==> src/hdl/dwm_pkg.sv <==
// Shared types and constants of the decimated window median filter.
package dwm_pkg;

  localparam int SAMPLE_W    = 32;
  localparam int INTERVAL_W  = 16;
  localparam int LEN_CFG_W   = 5;
  localparam int FILL_OUT_W  = 5;
  localparam int CFG_INDEX_W = 4;
  localparam int CFG_DATA_W  = 16;

  localparam logic [CFG_INDEX_W-1:0] REG_DECIMATION_INTERVAL = CFG_INDEX_W'(0);
  localparam logic [CFG_INDEX_W-1:0] REG_WINDOW_LEN          = CFG_INDEX_W'(1);

  localparam logic [INTERVAL_W-1:0] INTERVAL_RESET = INTERVAL_W'(100);
  localparam int                    LEN_RESET      = 10;

  typedef enum logic [1:0] {
    ST_IDLE,
    ST_START,
    ST_RANK,
    ST_OUT
  } top_state_t;

  typedef enum logic [1:0] {
    RK_IDLE,
    RK_SCAN,
    RK_LAST
  } rank_state_t;

  typedef struct packed {
    logic                done;
    logic [SAMPLE_W-1:0] value;
    logic [SAMPLE_W-1:0] stamp;
  } rank_res_t;

endpackage

==> src/hdl/decimated_window_median.sv <==
// Top level of the decimated sliding-window median filter.
//
//   channel  | handshake               | payload
//   ---------+-------------------------+--------------------------------------------
//   input    | in_valid / in_stall     | sample_time, sample_value
//   output   | out_valid / out_stall   | accepted, median_value, median_time, fill_level
//   config   | cfg_we                  | cfg_index, cfg_data
//
// The rank walk reads the value memory once per filled entry per candidate, the fill
// level being taken after the update. A search stops early at the first candidate
// whose rank is the median. Synchronous reset empties the window at once. A result
// waits in the output register, and the next input transaction is taken while it
// is stalled.
module decimated_window_median #(
  parameter int WINDOW_DEPTH = 16
) (
  input  logic                             clk,
  input  logic                             rst,
  input  logic                             in_valid,
  output logic                             in_stall,
  input  logic [dwm_pkg::SAMPLE_W-1:0]     sample_time,
  input  logic signed [dwm_pkg::SAMPLE_W-1:0] sample_value,
  output logic                             out_valid,
  input  logic                             out_stall,
  output logic                             accepted,
  output logic signed [dwm_pkg::SAMPLE_W-1:0] median_value,
  output logic [dwm_pkg::SAMPLE_W-1:0]     median_time,
  output logic [dwm_pkg::FILL_OUT_W-1:0]   fill_level,
  input  logic                             cfg_we,
  input  logic [dwm_pkg::CFG_INDEX_W-1:0]  cfg_index,
  input  logic [dwm_pkg::CFG_DATA_W-1:0]   cfg_data
);

  import dwm_pkg::*;

  localparam int AW = (WINDOW_DEPTH > 1) ? $clog2(WINDOW_DEPTH) : 1;
  localparam int CW = $clog2(WINDOW_DEPTH + 1);
  localparam int LEN_INIT = (LEN_RESET > WINDOW_DEPTH) ? WINDOW_DEPTH : LEN_RESET;

  top_state_t state, state_next;

  logic [INTERVAL_W-1:0] interval;
  logic [CW-1:0]         len;
  logic [AW-1:0]         write_slot;
  logic [CW-1:0]         fill;
  logic [SAMPLE_W-1:0]   newest;
  logic                  acc_flag;

  logic                  take_in;
  logic                  pass;
  logic [LEN_CFG_W-1:0]  len_cfg;
  logic [CW-1:0]         len_clamped;
  logic [CW:0]           oldest_sum;
  logic [AW-1:0]         oldest;
  logic                  out_free;

  logic [AW-1:0]         addr_a;
  logic [AW-1:0]         addr_b;
  logic [2*SAMPLE_W-1:0] data_a;
  logic [SAMPLE_W-1:0]   data_b;
  rank_res_t             res;

  assign in_stall = (state != ST_IDLE);
  assign take_in  = in_valid && (state == ST_IDLE);
  assign pass     = ((sample_time - newest) >= SAMPLE_W'(interval));
  assign out_free = !out_valid || !out_stall;

  assign len_cfg     = cfg_data[LEN_CFG_W-1:0];
  assign len_clamped = (len_cfg == '0) ? CW'(1) :
                       ((32'(len_cfg) > WINDOW_DEPTH) ? CW'(WINDOW_DEPTH) : CW'(len_cfg));

  // The oldest entry sits fill places behind the write slot, modulo the length.
  assign oldest_sum = (CW+1)'(write_slot) + (CW+1)'(len) - (CW+1)'(fill);
  assign oldest     = (oldest_sum >= (CW+1)'(len)) ? AW'(oldest_sum - (CW+1)'(len))
                                                   : AW'(oldest_sum);

  always_comb begin
    state_next = state;
    case (state)
      ST_IDLE:  if (in_valid) state_next = ST_START;
      ST_START: state_next = ST_RANK;
      ST_RANK:  if (res.done) state_next = ST_OUT;
      ST_OUT:   if (out_free) state_next = ST_IDLE;
      default:  state_next = ST_IDLE;
    endcase
  end

  always_ff @(posedge clk) begin
    if (rst) begin
      state      <= ST_IDLE;
      interval   <= INTERVAL_RESET;
      len        <= CW'(LEN_INIT);
      write_slot <= '0;
      fill       <= '0;
      newest     <= '0;
      out_valid  <= 1'b0;
    end else begin
      state <= state_next;
      if (cfg_we && cfg_index == REG_DECIMATION_INTERVAL) begin
        interval <= cfg_data[INTERVAL_W-1:0];
      end
      if (cfg_we && cfg_index == REG_WINDOW_LEN) begin
        len        <= len_clamped;
        write_slot <= '0;
        fill       <= '0;
        newest     <= '0;
      end else if (take_in && pass) begin
        write_slot <= (write_slot == AW'(len - CW'(1))) ? '0 : write_slot + AW'(1);
        fill       <= (fill == len) ? fill : fill + CW'(1);
        newest     <= sample_time;
      end
      if (state == ST_OUT && out_free) begin
        out_valid <= 1'b1;
      end else if (!out_stall) begin
        out_valid <= 1'b0;
      end
    end
  end

  always_ff @(posedge clk) begin
    if (take_in) begin
      acc_flag <= pass;
    end
    if (state == ST_OUT && out_free) begin
      accepted     <= acc_flag;
      median_value <= $signed(res.value);
      median_time  <= res.stamp;
      fill_level   <= FILL_OUT_W'(fill);
    end
  end

  dwm_ram #(
    .WIDTH (2*SAMPLE_W),
    .DEPTH (WINDOW_DEPTH),
    .AW    (AW)
  ) u_ram_entry (
    .clk   (clk),
    .we    (take_in && pass),
    .waddr (write_slot),
    .wdata ({sample_time, sample_value}),
    .raddr (addr_a),
    .rdata (data_a)
  );

  // Second copy of the values so the walk can read another entry in the same cycle.
  dwm_ram #(
    .WIDTH (SAMPLE_W),
    .DEPTH (WINDOW_DEPTH),
    .AW    (AW)
  ) u_ram_value (
    .clk   (clk),
    .we    (take_in && pass),
    .waddr (write_slot),
    .wdata (sample_value),
    .raddr (addr_b),
    .rdata (data_b)
  );

  dwm_rank #(
    .WINDOW_DEPTH (WINDOW_DEPTH),
    .AW           (AW),
    .CW           (CW)
  ) u_rank (
    .clk    (clk),
    .rst    (rst),
    .start  (state == ST_START),
    .oldest (oldest),
    .fill   (fill),
    .len    (len),
    .addr_a (addr_a),
    .addr_b (addr_b),
    .data_a (data_a),
    .data_b (data_b),
    .res    (res)
  );

endmodule

==> src/hdl/dwm_ram.sv <==
// Generic single-write, single-read synchronous RAM with registered read data.
module dwm_ram #(
  parameter int WIDTH = 32,
  parameter int DEPTH = 16,
  parameter int AW    = (DEPTH > 1) ? $clog2(DEPTH) : 1
) (
  input  logic             clk,
  input  logic             we,
  input  logic [AW-1:0]    waddr,
  input  logic [WIDTH-1:0] wdata,
  input  logic [AW-1:0]    raddr,
  output logic [WIDTH-1:0] rdata
);

  logic [WIDTH-1:0] mem [DEPTH];

  always_ff @(posedge clk) begin
    if (we) begin
      mem[waddr] <= wdata;
    end
    rdata <= mem[raddr];
  end

endmodule

==> src/hdl/dwm_rank.sv <==
// Median search: walks the window once per candidate and counts its rank.
module dwm_rank #(
  parameter int WINDOW_DEPTH = 16,
  parameter int AW = (WINDOW_DEPTH > 1) ? $clog2(WINDOW_DEPTH) : 1,
  parameter int CW = $clog2(WINDOW_DEPTH + 1)
) (
  input  logic                        clk,
  input  logic                        rst,
  input  logic                        start,
  input  logic [AW-1:0]               oldest,
  input  logic [CW-1:0]               fill,
  input  logic [CW-1:0]               len,
  output logic [AW-1:0]               addr_a,
  output logic [AW-1:0]               addr_b,
  input  logic [2*dwm_pkg::SAMPLE_W-1:0] data_a,
  input  logic [dwm_pkg::SAMPLE_W-1:0]   data_b,
  output dwm_pkg::rank_res_t          res
);

  import dwm_pkg::*;

  rank_state_t state, state_next;

  logic [AW-1:0] oldest_r;
  logic [CW-1:0] fill_r;
  logic [CW-1:0] len_r;
  logic [AW-1:0] ci;
  logic [AW-1:0] cs;
  logic [AW-1:0] j;
  logic [AW-1:0] sj;
  logic [AW-1:0] jd;
  logic [CW-1:0] count;
  logic          cmp_valid;

  logic [SAMPLE_W-1:0] cand_value;
  logic                below;
  logic [CW-1:0]       rank_final;
  logic                scan_end;
  logic                found;

  logic                done_r;
  logic [SAMPLE_W-1:0] value_r;
  logic [SAMPLE_W-1:0] stamp_r;

  function automatic logic [AW-1:0] slot_inc(input logic [AW-1:0] s,
                                             input logic [CW-1:0] l);
    logic [AW-1:0] last;
    last = AW'(l - CW'(1));
    return (s == last) ? '0 : s + AW'(1);
  endfunction

  assign addr_a     = cs;
  assign addr_b     = sj;
  assign cand_value = data_a[SAMPLE_W-1:0];

  assign res = '{done: done_r, value: value_r, stamp: stamp_r};

  // An entry ranks below the candidate if smaller, or equal and older.
  assign below = ($signed(data_b) < $signed(cand_value)) ||
                 ((data_b == cand_value) && (jd < ci));

  assign rank_final = count + CW'(below);
  assign scan_end   = (CW'(j) == fill_r - CW'(1));
  assign found      = (rank_final == (fill_r >> 1));

  always_comb begin
    state_next = state;
    case (state)
      RK_IDLE: begin
        if (start && (fill != '0)) begin
          state_next = RK_SCAN;
        end
      end
      RK_SCAN: begin
        if (scan_end) begin
          state_next = RK_LAST;
        end
      end
      RK_LAST: begin
        state_next = found ? RK_IDLE : RK_SCAN;
      end
      default: state_next = RK_IDLE;
    endcase
  end

  always_ff @(posedge clk) begin
    if (rst) begin
      state     <= RK_IDLE;
      cmp_valid <= 1'b0;
      done_r    <= 1'b0;
    end else begin
      state     <= state_next;
      cmp_valid <= (state == RK_SCAN);
      done_r    <= 1'b0;
      if (state == RK_IDLE && start && fill == '0) begin
        done_r <= 1'b1;
      end
      if (state == RK_LAST && found) begin
        done_r <= 1'b1;
      end
    end
  end

  always_ff @(posedge clk) begin
    case (state)
      RK_IDLE: begin
        if (start) begin
          oldest_r  <= oldest;
          fill_r    <= fill;
          len_r     <= len;
          ci        <= '0;
          cs        <= oldest;
          j         <= '0;
          sj        <= oldest;
          count     <= '0;
          value_r   <= '0;
          stamp_r   <= '0;
        end
      end
      RK_SCAN: begin
        jd <= j;
        j  <= j + AW'(1);
        sj <= slot_inc(sj, len_r);
        if (cmp_valid) begin
          count <= rank_final;
        end
      end
      RK_LAST: begin
        if (found) begin
          value_r <= data_a[SAMPLE_W-1:0];
          stamp_r <= data_a[2*SAMPLE_W-1:SAMPLE_W];
        end else begin
          ci    <= ci + AW'(1);
          cs    <= slot_inc(cs, len_r);
          j     <= '0;
          sj    <= oldest_r;
          count <= '0;
        end
      end
      default: begin
      end
    endcase
  end

endmodule
==> config.mk <==
export PLATFORM = sky130hd
export DESIGN_NAME = decimated_window_median
export DESIGN_NICKNAME = d
export VERILOG_FILES = /design/src/hdl/dwm_pkg.sv /design/src/hdl/decimated_window_median.sv /design/src/hdl/dwm_ram.sv /design/src/hdl/dwm_rank.sv
export SDC_FILE = /design/constraint.sdc
export NUM_CORES = 2
export LEC_CHECK = 0
export ABC_CLOCK_PERIOD_IN_PS = 11400
export BUFFER_PORTS_ARGS = -buffer_cell sky130_fd_sc_hd__buf_2
export CORE_MARGIN = 2
export CORE_UTILIZATION = 35
export CTS_BUF_LIST = sky130_fd_sc_hd__clkbuf_16
export DETAILED_ROUTE_END_ITERATION = 16
export GPL_ROUTABILITY_DRIVEN = 0
export PLACE_DENSITY = 0.56
export SKIP_LAST_GASP = 1
export SLEW_MARGIN = 5
export SYNTH_ARGS = -nofsm -noshare
export SYNTH_HDL_FRONTEND = slang
export SYNTH_SLANG_ARGS = --single-unit
==> constraint.sdc <==
create_clock -name clk -period 11.4 [get_ports clk]
set_input_delay 2.28 -clock clk [delete_from_list [all_inputs] [get_ports clk]]
set_output_delay 2.28 -clock clk [all_outputs]
set_load 0.1 [all_outputs]
== Word level (Yosys, flattened, before mapping) ==
Memories as Yosys holds them, arrays and structs flattened. A register that Yosys moved wholly into a read port is not among the register bits.
Index checks and enable logic that the tools add are counted.
W data, S select, Z words.

* Flip-flop bits (word level): 242
* Latch bits: 0
* Bits in writable memories: 1536
* ROM bits: 0
* Input bits: 89
* Output and inout bits: 72
* Logic and storage cells: 142
* Memories: 2

* Add/sub/neg operators: 14
* Multipliers: 0
* Divide/modulo/power cells: 0
* Order comparisons: 5
* Eq/ne operators: 23
* Shift-type cells: 0
* Muxes and demuxes: 39
* Bitwise logic cells: 1
* Reduce and logical (&&, ||, !) cells: 32

{| class="wikitable"
|+ Memory list
! memory !! depth !! width !! rd ports !! clocked after Yosys merged registers in !! write ports !! RTL line !! text
|-
| u_ram_entry.mem || 16 || 64 || 1 || 1 || 1 || dwm_ram.sv:15 || <nowiki>logic [WIDTH-1:0] mem [DEPTH];</nowiki>
|-
| u_ram_value.mem || 16 || 32 || 1 || 1 || 1 || dwm_ram.sv:15 ||
|}

{| class="wikitable"
|+ Operators by type and width
! kind !! number
|-
| $pmux W32 S2 || 2
|-
| $mux W32 || 3
|-
| $mux W4 || 10
|-
| $eq A32 B32 Y1 || 1
|-
| $ge A32 B16 Y1 || 1
|-
| $lt A32 B32 Y1 || 1
|-
| $sub A32 B32 Y32 || 1
|-
| $mux W5 || 5
|-
| $pmux W4 S3 || 2
|-
| $add A4 B1 Y4 const B || 5
|-
| $pmux W4 S2 || 2
|-
| $pmux W5 S3 || 1
|-
| $ne A2 B1 Y1 const B || 7
|-
| $eq A4 B4 Y1 || 3
|-
| $reduce_and A3 Y1 || 4
|-
| $logic_and A1 B1 Y1 || 10
|-
| $logic_not A5 Y1 || 2
|-
| $mux W2 || 5
|-
| $pmux W2 S4 || 1
|-
| $sub A4 B1 Y4 const B || 2
|-
| $mux W1 || 7
|-
| $add A4 B5 Y6 || 1
|-
| $eq A2 B2 Y1 const B || 3
|-
| $ge A6 B5 Y1 || 1
|-
| other kinds (25) || 34
|}

== Logic depth before layout (Yosys ltp) ==
* Word-level depth: 7
* Mapped depth: 25
* Depth with buffers taken out: 25

== Hierarchy ==
Synthesis repeated with hierarchy kept, for this count alone.

* Cell total of the unflattened synthesis: 3776
* Area total of the unflattened synthesis: 72962.5 µm²

{| class="wikitable"
|+ Modules (own cells, without submodules)
! module !! instances !! cells each !! area each (µm²) !! sequential area each (µm²)
|-
| dwm_ram at u_ram_entry || 1 || 1647 || 39559.2 || 32030.7
|-
| dwm_ram at u_ram_value || 1 || 838 || 19835.3 || 16015.4
|-
| decimated_window_median || 1 || 850 || 8137.8 || 3433.3
|-
| dwm_rank || 1 || 441 || 5430.2 || 3143.0
|}

== Worst setup path before layout ==
OpenSTA, ideal clock, no wires.

* Path kind: input to register
* Start: input port sample_time[0] in the netlist's numbering
* End: memory u_ram_entry.mem[3][0] in the netlist's numbering (enable)
* Library setup time: 0.564 ns
* Arrival: 9.522 ns
* Data required time: 10.836 ns
* Path slack: 1.314 ns
* Stages on the path: 22
* Path buffers: 1
* Cells stage by stage: inv_1 ha_1 inv_1 fa_1 a211oi_1 o21ai_0 nand3_1 nand2_1 nor2_1 xnor2_1 ha_1 nand4_1 nor2_1 nand4_1 nand3_1 nor3_1 o2111ai_1 nand4b_1 or3_1 clkbuf_1 nand3_1 nor3_1

* Longest elaborated chain between the ends: 5

{| class="wikitable"
|+ RTL lines
! what !! RTL line !! text
|-
| start, declared || decimated_window_median.sv:21 || <nowiki>input logic [dwm_pkg::SAMPLE_W-1:0] sample_time,</nowiki>
|-
| $sub A32 B32 Y32 || decimated_window_median.sv:65 || <nowiki>assign pass = ((sample_time - newest) >= SAMPLE_W'(interval));</nowiki>
|-
| $ge A32 B16 Y1 || decimated_window_median.sv:65 ||
|-
| named net pass || decimated_window_median.sv:50 || <nowiki>logic pass;</nowiki>
|-
| $logic_and A1 B1 Y1 || decimated_window_median.sv:138 || <nowiki>.we (take_in && pass),</nowiki>
|-
| $mux W1 || dwm_ram.sv:18 || <nowiki>if (we) begin</nowiki>
|-
| $mux W1 (not written as such) || dwm_ram.sv:19 || <nowiki>mem[waddr] <= wdata;</nowiki>
|-
| end, declared || dwm_ram.sv:15 ||
|}

The timed path passes the listed nets, and every way through them passes these cells.

== Final worst setup path ==
* Start: input port sample_time[0] in the netlist's numbering
* End: memory u_ram_entry.mem[5][0] in the netlist's numbering (enable)

* Longest elaborated chain between the ends: 5

{| class="wikitable"
|+ RTL lines
! what !! RTL line
|-
| $sub A32 B32 Y32 || decimated_window_median.sv:65
|-
| $ge A32 B16 Y1 || decimated_window_median.sv:65
|-
| $logic_and A1 B1 Y1 || decimated_window_median.sv:138
|-
| $mux W1 || dwm_ram.sv:18
|-
| $mux W1 (not written as such) || dwm_ram.sv:19
|}

No other way between the ends.

==> summary by stage <==
Placement
Buffers placed on the I/O ports in this run total 160. The cell area after placement is 60,500 um^2. The detailed-placement wirelength estimate is 83.9 mm. The placement-stage worst setup slack is 3090 ps.

Run
The total of max-cap violations is 0.

Synth
The area fraction of the dominant cell type after synthesis is 63.1%. In this run, synthesis inferred 1,197 flip-flops with an integrated enable. In this run, synthesis produced a sequential element count of 1,362. The number of library cell types mapped by synthesis is 65.

Yosys attributes the largest share of cell area to sky130_fd_sc_hd__edfxtp_1 63%, sky130_fd_sc_hd__mux4_2 19%, sky130_fd_sc_hd__dfxtp_1 5.8%. For this run, the register share of the synthesized area comes to 68.9%. The synthesized netlist net count is 3,198. The fraction of registers with async set/reset is 0%.

The most used flip-flop cell after synthesis is sky130_fd_sc_hd__edfxtp_1. The cell count after synthesis is 2,983. Each instance of the synthesized netlist takes up on average 19.1 um^2.

The library cell occupying the most area in the post-synthesis netlist is sky130_fd_sc_hd__edfxtp_1. After synthesis the cells add up to 57,000 um^2. During synthesis, Yosys emitted a total of 0 warnings.

Floorplanning
The standard-cell row count is 148. The top-level port count is 161. In this run the horizontal extent of the chip is 408 um. For this configuration, the core starts out at a cell density of 35.1%. The core region is 162,000 um^2. The die covers 166,000 um^2. The die is 408 um tall.

Power
For this design the ratio of total power to cell area is 243 nW/um^2. The completed layout was analyzed and its total power is 15,800 uW. Across the VDD grid, the largest voltage drop is 0.398 mV. The analysis attributes to cell leakage a power of 0.0214 uW.

Finish
The area taken by flip-flops and latches is 39,200 um^2. The final design utilization is 40.2%. Leaving out fill and tap cells, the most frequent cells in the layout are 1,197 x sky130_fd_sc_hd__edfxtp_1, 480 x sky130_fd_sc_hd__mux4_2, 173 x sky130_fd_sc_hd__inv_1. The fraction of final layout cells sized beyond drive strength 1 is 27.8%. The area added between synthesis and finish is 14.4%. The design area is 65,200 um^2. The multi-input logic area is 16,800 um^2.

The commonest non-fill, non-tap cell in the layout is sky130_fd_sc_hd__edfxtp_1. At the end of the flow, the number of nets in the layout was 3,409. The filler cells instantiated in the layout total 14.6k.

Timing
The count of final setup violators is 0. Headroom to the max-slew limit came out at 20.3%. The hold violation count in the final report is 0.

For this run, the top clock speed supported by timing is 0.133 GHz. The slew of the pin with the lowest slew margin is 1190 ps. The final worst clock skew is 28.1 ps. In the final timing run, aggregate negative setup slack is 0 ps. The max-slew violation count is 0.

The post-route clock period utilization is 65.8%. Setup repair after global routing left no endpoint under its margin. After layout, the minimum clock period comes to 7500 ps. The least setup slack across all paths after layout is 3900 ps.

Clocking
The number of clock sinks is 1,362. Clock-pin slew was measured on the worst setup and hold paths at 60 ps. The tree is rooted in a sky130_fd_sc_hd__clkbuf_16. After clock tree synthesis, the repair step resized 0 gates.

Clock latency on the worst-skew pair, taken at its later pin, is 780 ps. The CTS tree is done. In this run the post-CTS setup repair buffer count came out at 0. Counting along the longest clock path gives a buffer depth of 3. The H-tree was split into 4 levels.

The quantity of hold-fixing buffers added after cts is 0. The number of buffers created by CTS is 150.

Routing
In this run, the number of DRC markers left after iteration 0 of detailed routing was 2,360. For this block, the via count after detailed routing is 28.6k. Dividing the detail-routed via count by the number of cells gives 5.21. The per-cell routed wire length is 25.6 um. Summed over all layers, the routed wires come to 141 mm. After detailed routing, the number of remaining DRC violations is 0.

The remaining antenna violation count after routing is 0. Before antenna repair, the detailed router went through 5 iterations.

Critical path
The critical path contains buffers and inverters numbering 4 combined. The capture instance of the worst register-to-register path is u_rank.stamp_r[9]$_SDFFCE_PN0P_. The kind of launch point of the worst setup path is a primary input. The critical path crosses 23 cells after its start point. The slowest stage of the critical path is the sky130_fd_sc_hd__nor2_4 cell. The arrival time at the worst endpoint is 7880 ps. The largest single stage delay on the critical path is 1000 ps. Broken down by cell family, the worst path's largest delay share belongs to simple AND/OR/NAND/NOR gates. The critical path goes through buf_2 -> inv_1 -> ha_1 -> inv_1 -> fa_1 -> a211oi_1 -> o21ai_0 -> nand3_1 -> nand2_1 -> nor2_1 -> xnor2_1 -> ha_1 -> nand4_1 -> nor2_1 -> nand4_1 -> nand3_1 -> nor3_1 -> o2111ai_1 -> nand4b_1 -> or3_1 -> nand3_1 -> nor2_4 -> buf_4. The cell seen most often among critical-path stages is sky130_fd_sc_hd__nand3_1. Along the worst path, the maximum fanout reaches 40.

The startpoint of the worst-slack reg-to-reg timing path is u_ram_entry.rdata[1]$_DFF_P_. In this run the worst setup path begins at sample_time[0]. Data on the critical path is required at its endpoint by 11,780 ps.

The worst setup path is captured at a register. The most critical setup path has its endpoint at u_ram_entry.mem[5][0]$_DFFE_PP_. The cell count of the worst reg-to-reg path is 21.

The setup slack of the worst register-to-register path is 5070 ps. The type of the worst setup path is primary input to register.

Global route
The first-pass GRT wire length is 205 mm. The initial antenna violation count is 26. For this run, the total global-route usage over all layers was measured as 16.9%.

The pin count of the biggest net entering global routing is 131. The via count of the first global-routing pass is 29.7k. The total overflow reported by the global router is 0.

Outcome
The run finished with clean final reports.

Hold path
The worst hold path belongs to the class register to register.
## state kept, by name (all words and copies together), names as in the netlist, 16 cells and up
signal / cells
newest: 32
interval: 16
u_ram_value.rdata: 32
u_ram_entry.rdata: 64
u_ram_entry.mem: 1024
u_rank.value_r: 32
median_time: 32
u_rank.stamp_r: 32
median_value: 32
## cells by family after synthesis
| family | count (synthesis) | share of synthesized area, % |
|---|---|---|
| xor+xnor | 68 | 1.04 |
| mux | 484 | 19.0 |
| flops | 1362 | 68.9 |
| buf+inv | 282 | 1.94 |
| fa+ha+maj | 126 | 2.84 |
| simple gates | 398 | 3.30 |
| compound gates | 263 | 2.97 |
## routing by layer
| metal | vias up | GRT usage (%) | wire length, um |
|---|---|---|---|
| met5 | - | 0 | 95 |
| li1 | 12600 | - | - |
| met4 | 14 | 4.89 | 3480 |
| met3 | 222 | 3.00 | 6600 |
| met2 | 740 | 28.8 | 71300 |
| met1 | 15100 | 22.1 | 59100 |
## worst min-delay path by stage
stage	to	slack (ps)	from	cells past startpoint
2_1_floorplan	accepted$_DFFE_PP_	400	acc_flag$_DFFE_PP_	0
3_3_place_gp	median_value[0]$_DFFE_PP_	400	u_rank.value_r[0]$_SDFFCE_PN0P_	0
3_5_place_dp	median_time[22]$_DFFE_PP_	400	u_rank.stamp_r[22]$_SDFFCE_PN0P_	0
4_1_cts	median_value[21]$_DFFE_PP_	420	u_rank.value_r[21]$_SDFFCE_PN0P_	0
5_1_grt	median_time[30]$_DFFE_PP_	420	u_rank.stamp_r[30]$_SDFFCE_PN0P_	0
6_report	median_time[26]$_DFFE_PP_	420	u_rank.stamp_r[26]$_SDFFCE_PN0P_	0
## where the power goes
group          internal [uW]  leakage, uW  switching [uW]
Clock                   2600      0.00245            1990
Sequential              6080       0.0122             207
Combinational           2300      0.00672            2670
## cell usage after synthesis (7+ instances only)
cell type	number
sky130_fd_sc_hd__a211o_1	8
sky130_fd_sc_hd__a211oi_1	9
sky130_fd_sc_hd__a21o_1	21
sky130_fd_sc_hd__a21oi_1	80
sky130_fd_sc_hd__and2_1	43
sky130_fd_sc_hd__buf_1	45
sky130_fd_sc_hd__clkbuf_1	97
sky130_fd_sc_hd__dfxtp_1	165
sky130_fd_sc_hd__edfxtp_1	1197
sky130_fd_sc_hd__ha_1	120
sky130_fd_sc_hd__inv_1	131
sky130_fd_sc_hd__mux4_2	480
sky130_fd_sc_hd__nand2_1	113
sky130_fd_sc_hd__nand2b_1	8
sky130_fd_sc_hd__nand3_1	58
sky130_fd_sc_hd__nand4_1	20
sky130_fd_sc_hd__nor2_1	99
sky130_fd_sc_hd__nor2b_1	14
sky130_fd_sc_hd__nor3_1	22
sky130_fd_sc_hd__o211ai_1	8
sky130_fd_sc_hd__o21a_1	11
sky130_fd_sc_hd__o21ai_0	34
sky130_fd_sc_hd__o21ai_1	36
sky130_fd_sc_hd__o21bai_1	7
sky130_fd_sc_hd__o31ai_1	7
sky130_fd_sc_hd__xnor2_1	44
sky130_fd_sc_hd__xor2_1	24
## worst reg2reg max path, cell delays in order, from the launching register on
cell                      delay, ps
sky130_fd_sc_hd__dfxtp_1        310
sky130_fd_sc_hd__inv_1           60
sky130_fd_sc_hd__ha_1           300
sky130_fd_sc_hd__nor2b_1        130
sky130_fd_sc_hd__o21a_1         160
sky130_fd_sc_hd__o21a_1         160
sky130_fd_sc_hd__o21a_1         160
sky130_fd_sc_hd__o21a_1         160
sky130_fd_sc_hd__o21a_1         200
sky130_fd_sc_hd__o21a_1         210
sky130_fd_sc_hd__o21ai_0        450
sky130_fd_sc_hd__a21oi_1        130
sky130_fd_sc_hd__a31o_2         220
sky130_fd_sc_hd__a31o_2         250
sky130_fd_sc_hd__ha_1           210
sky130_fd_sc_hd__ha_1           230
sky130_fd_sc_hd__nor2b_1        170
sky130_fd_sc_hd__o31a_1         230
sky130_fd_sc_hd__o21ai_0        200
sky130_fd_sc_hd__nand4_1        270
sky130_fd_sc_hd__a21oi_4        870
sky130_fd_sc_hd__buf_4          770
## area by class of cell
class	instances	area share, %
sequential	1362	60.2
multi-input combinational	1339	25.8
clock buffer	151	5.80
tap	2175	4.17
timing repair buffer	209	1.87
clock inverter	129	1.41
inverter	132	0.760
antenna	3	0.0115
## stage by stage
step / instances / hold slack (ps)
6_report: 5500 / 417
5_1_grt: 5499 / 421
4_1_cts: 5497 / 417
3_5_place_dp: 5217 / 405
3_3_place_gp: 5217 / 401
2_1_floorplan: 2983 / 400
Note: power is estimated with default switching activity, not from simulation.
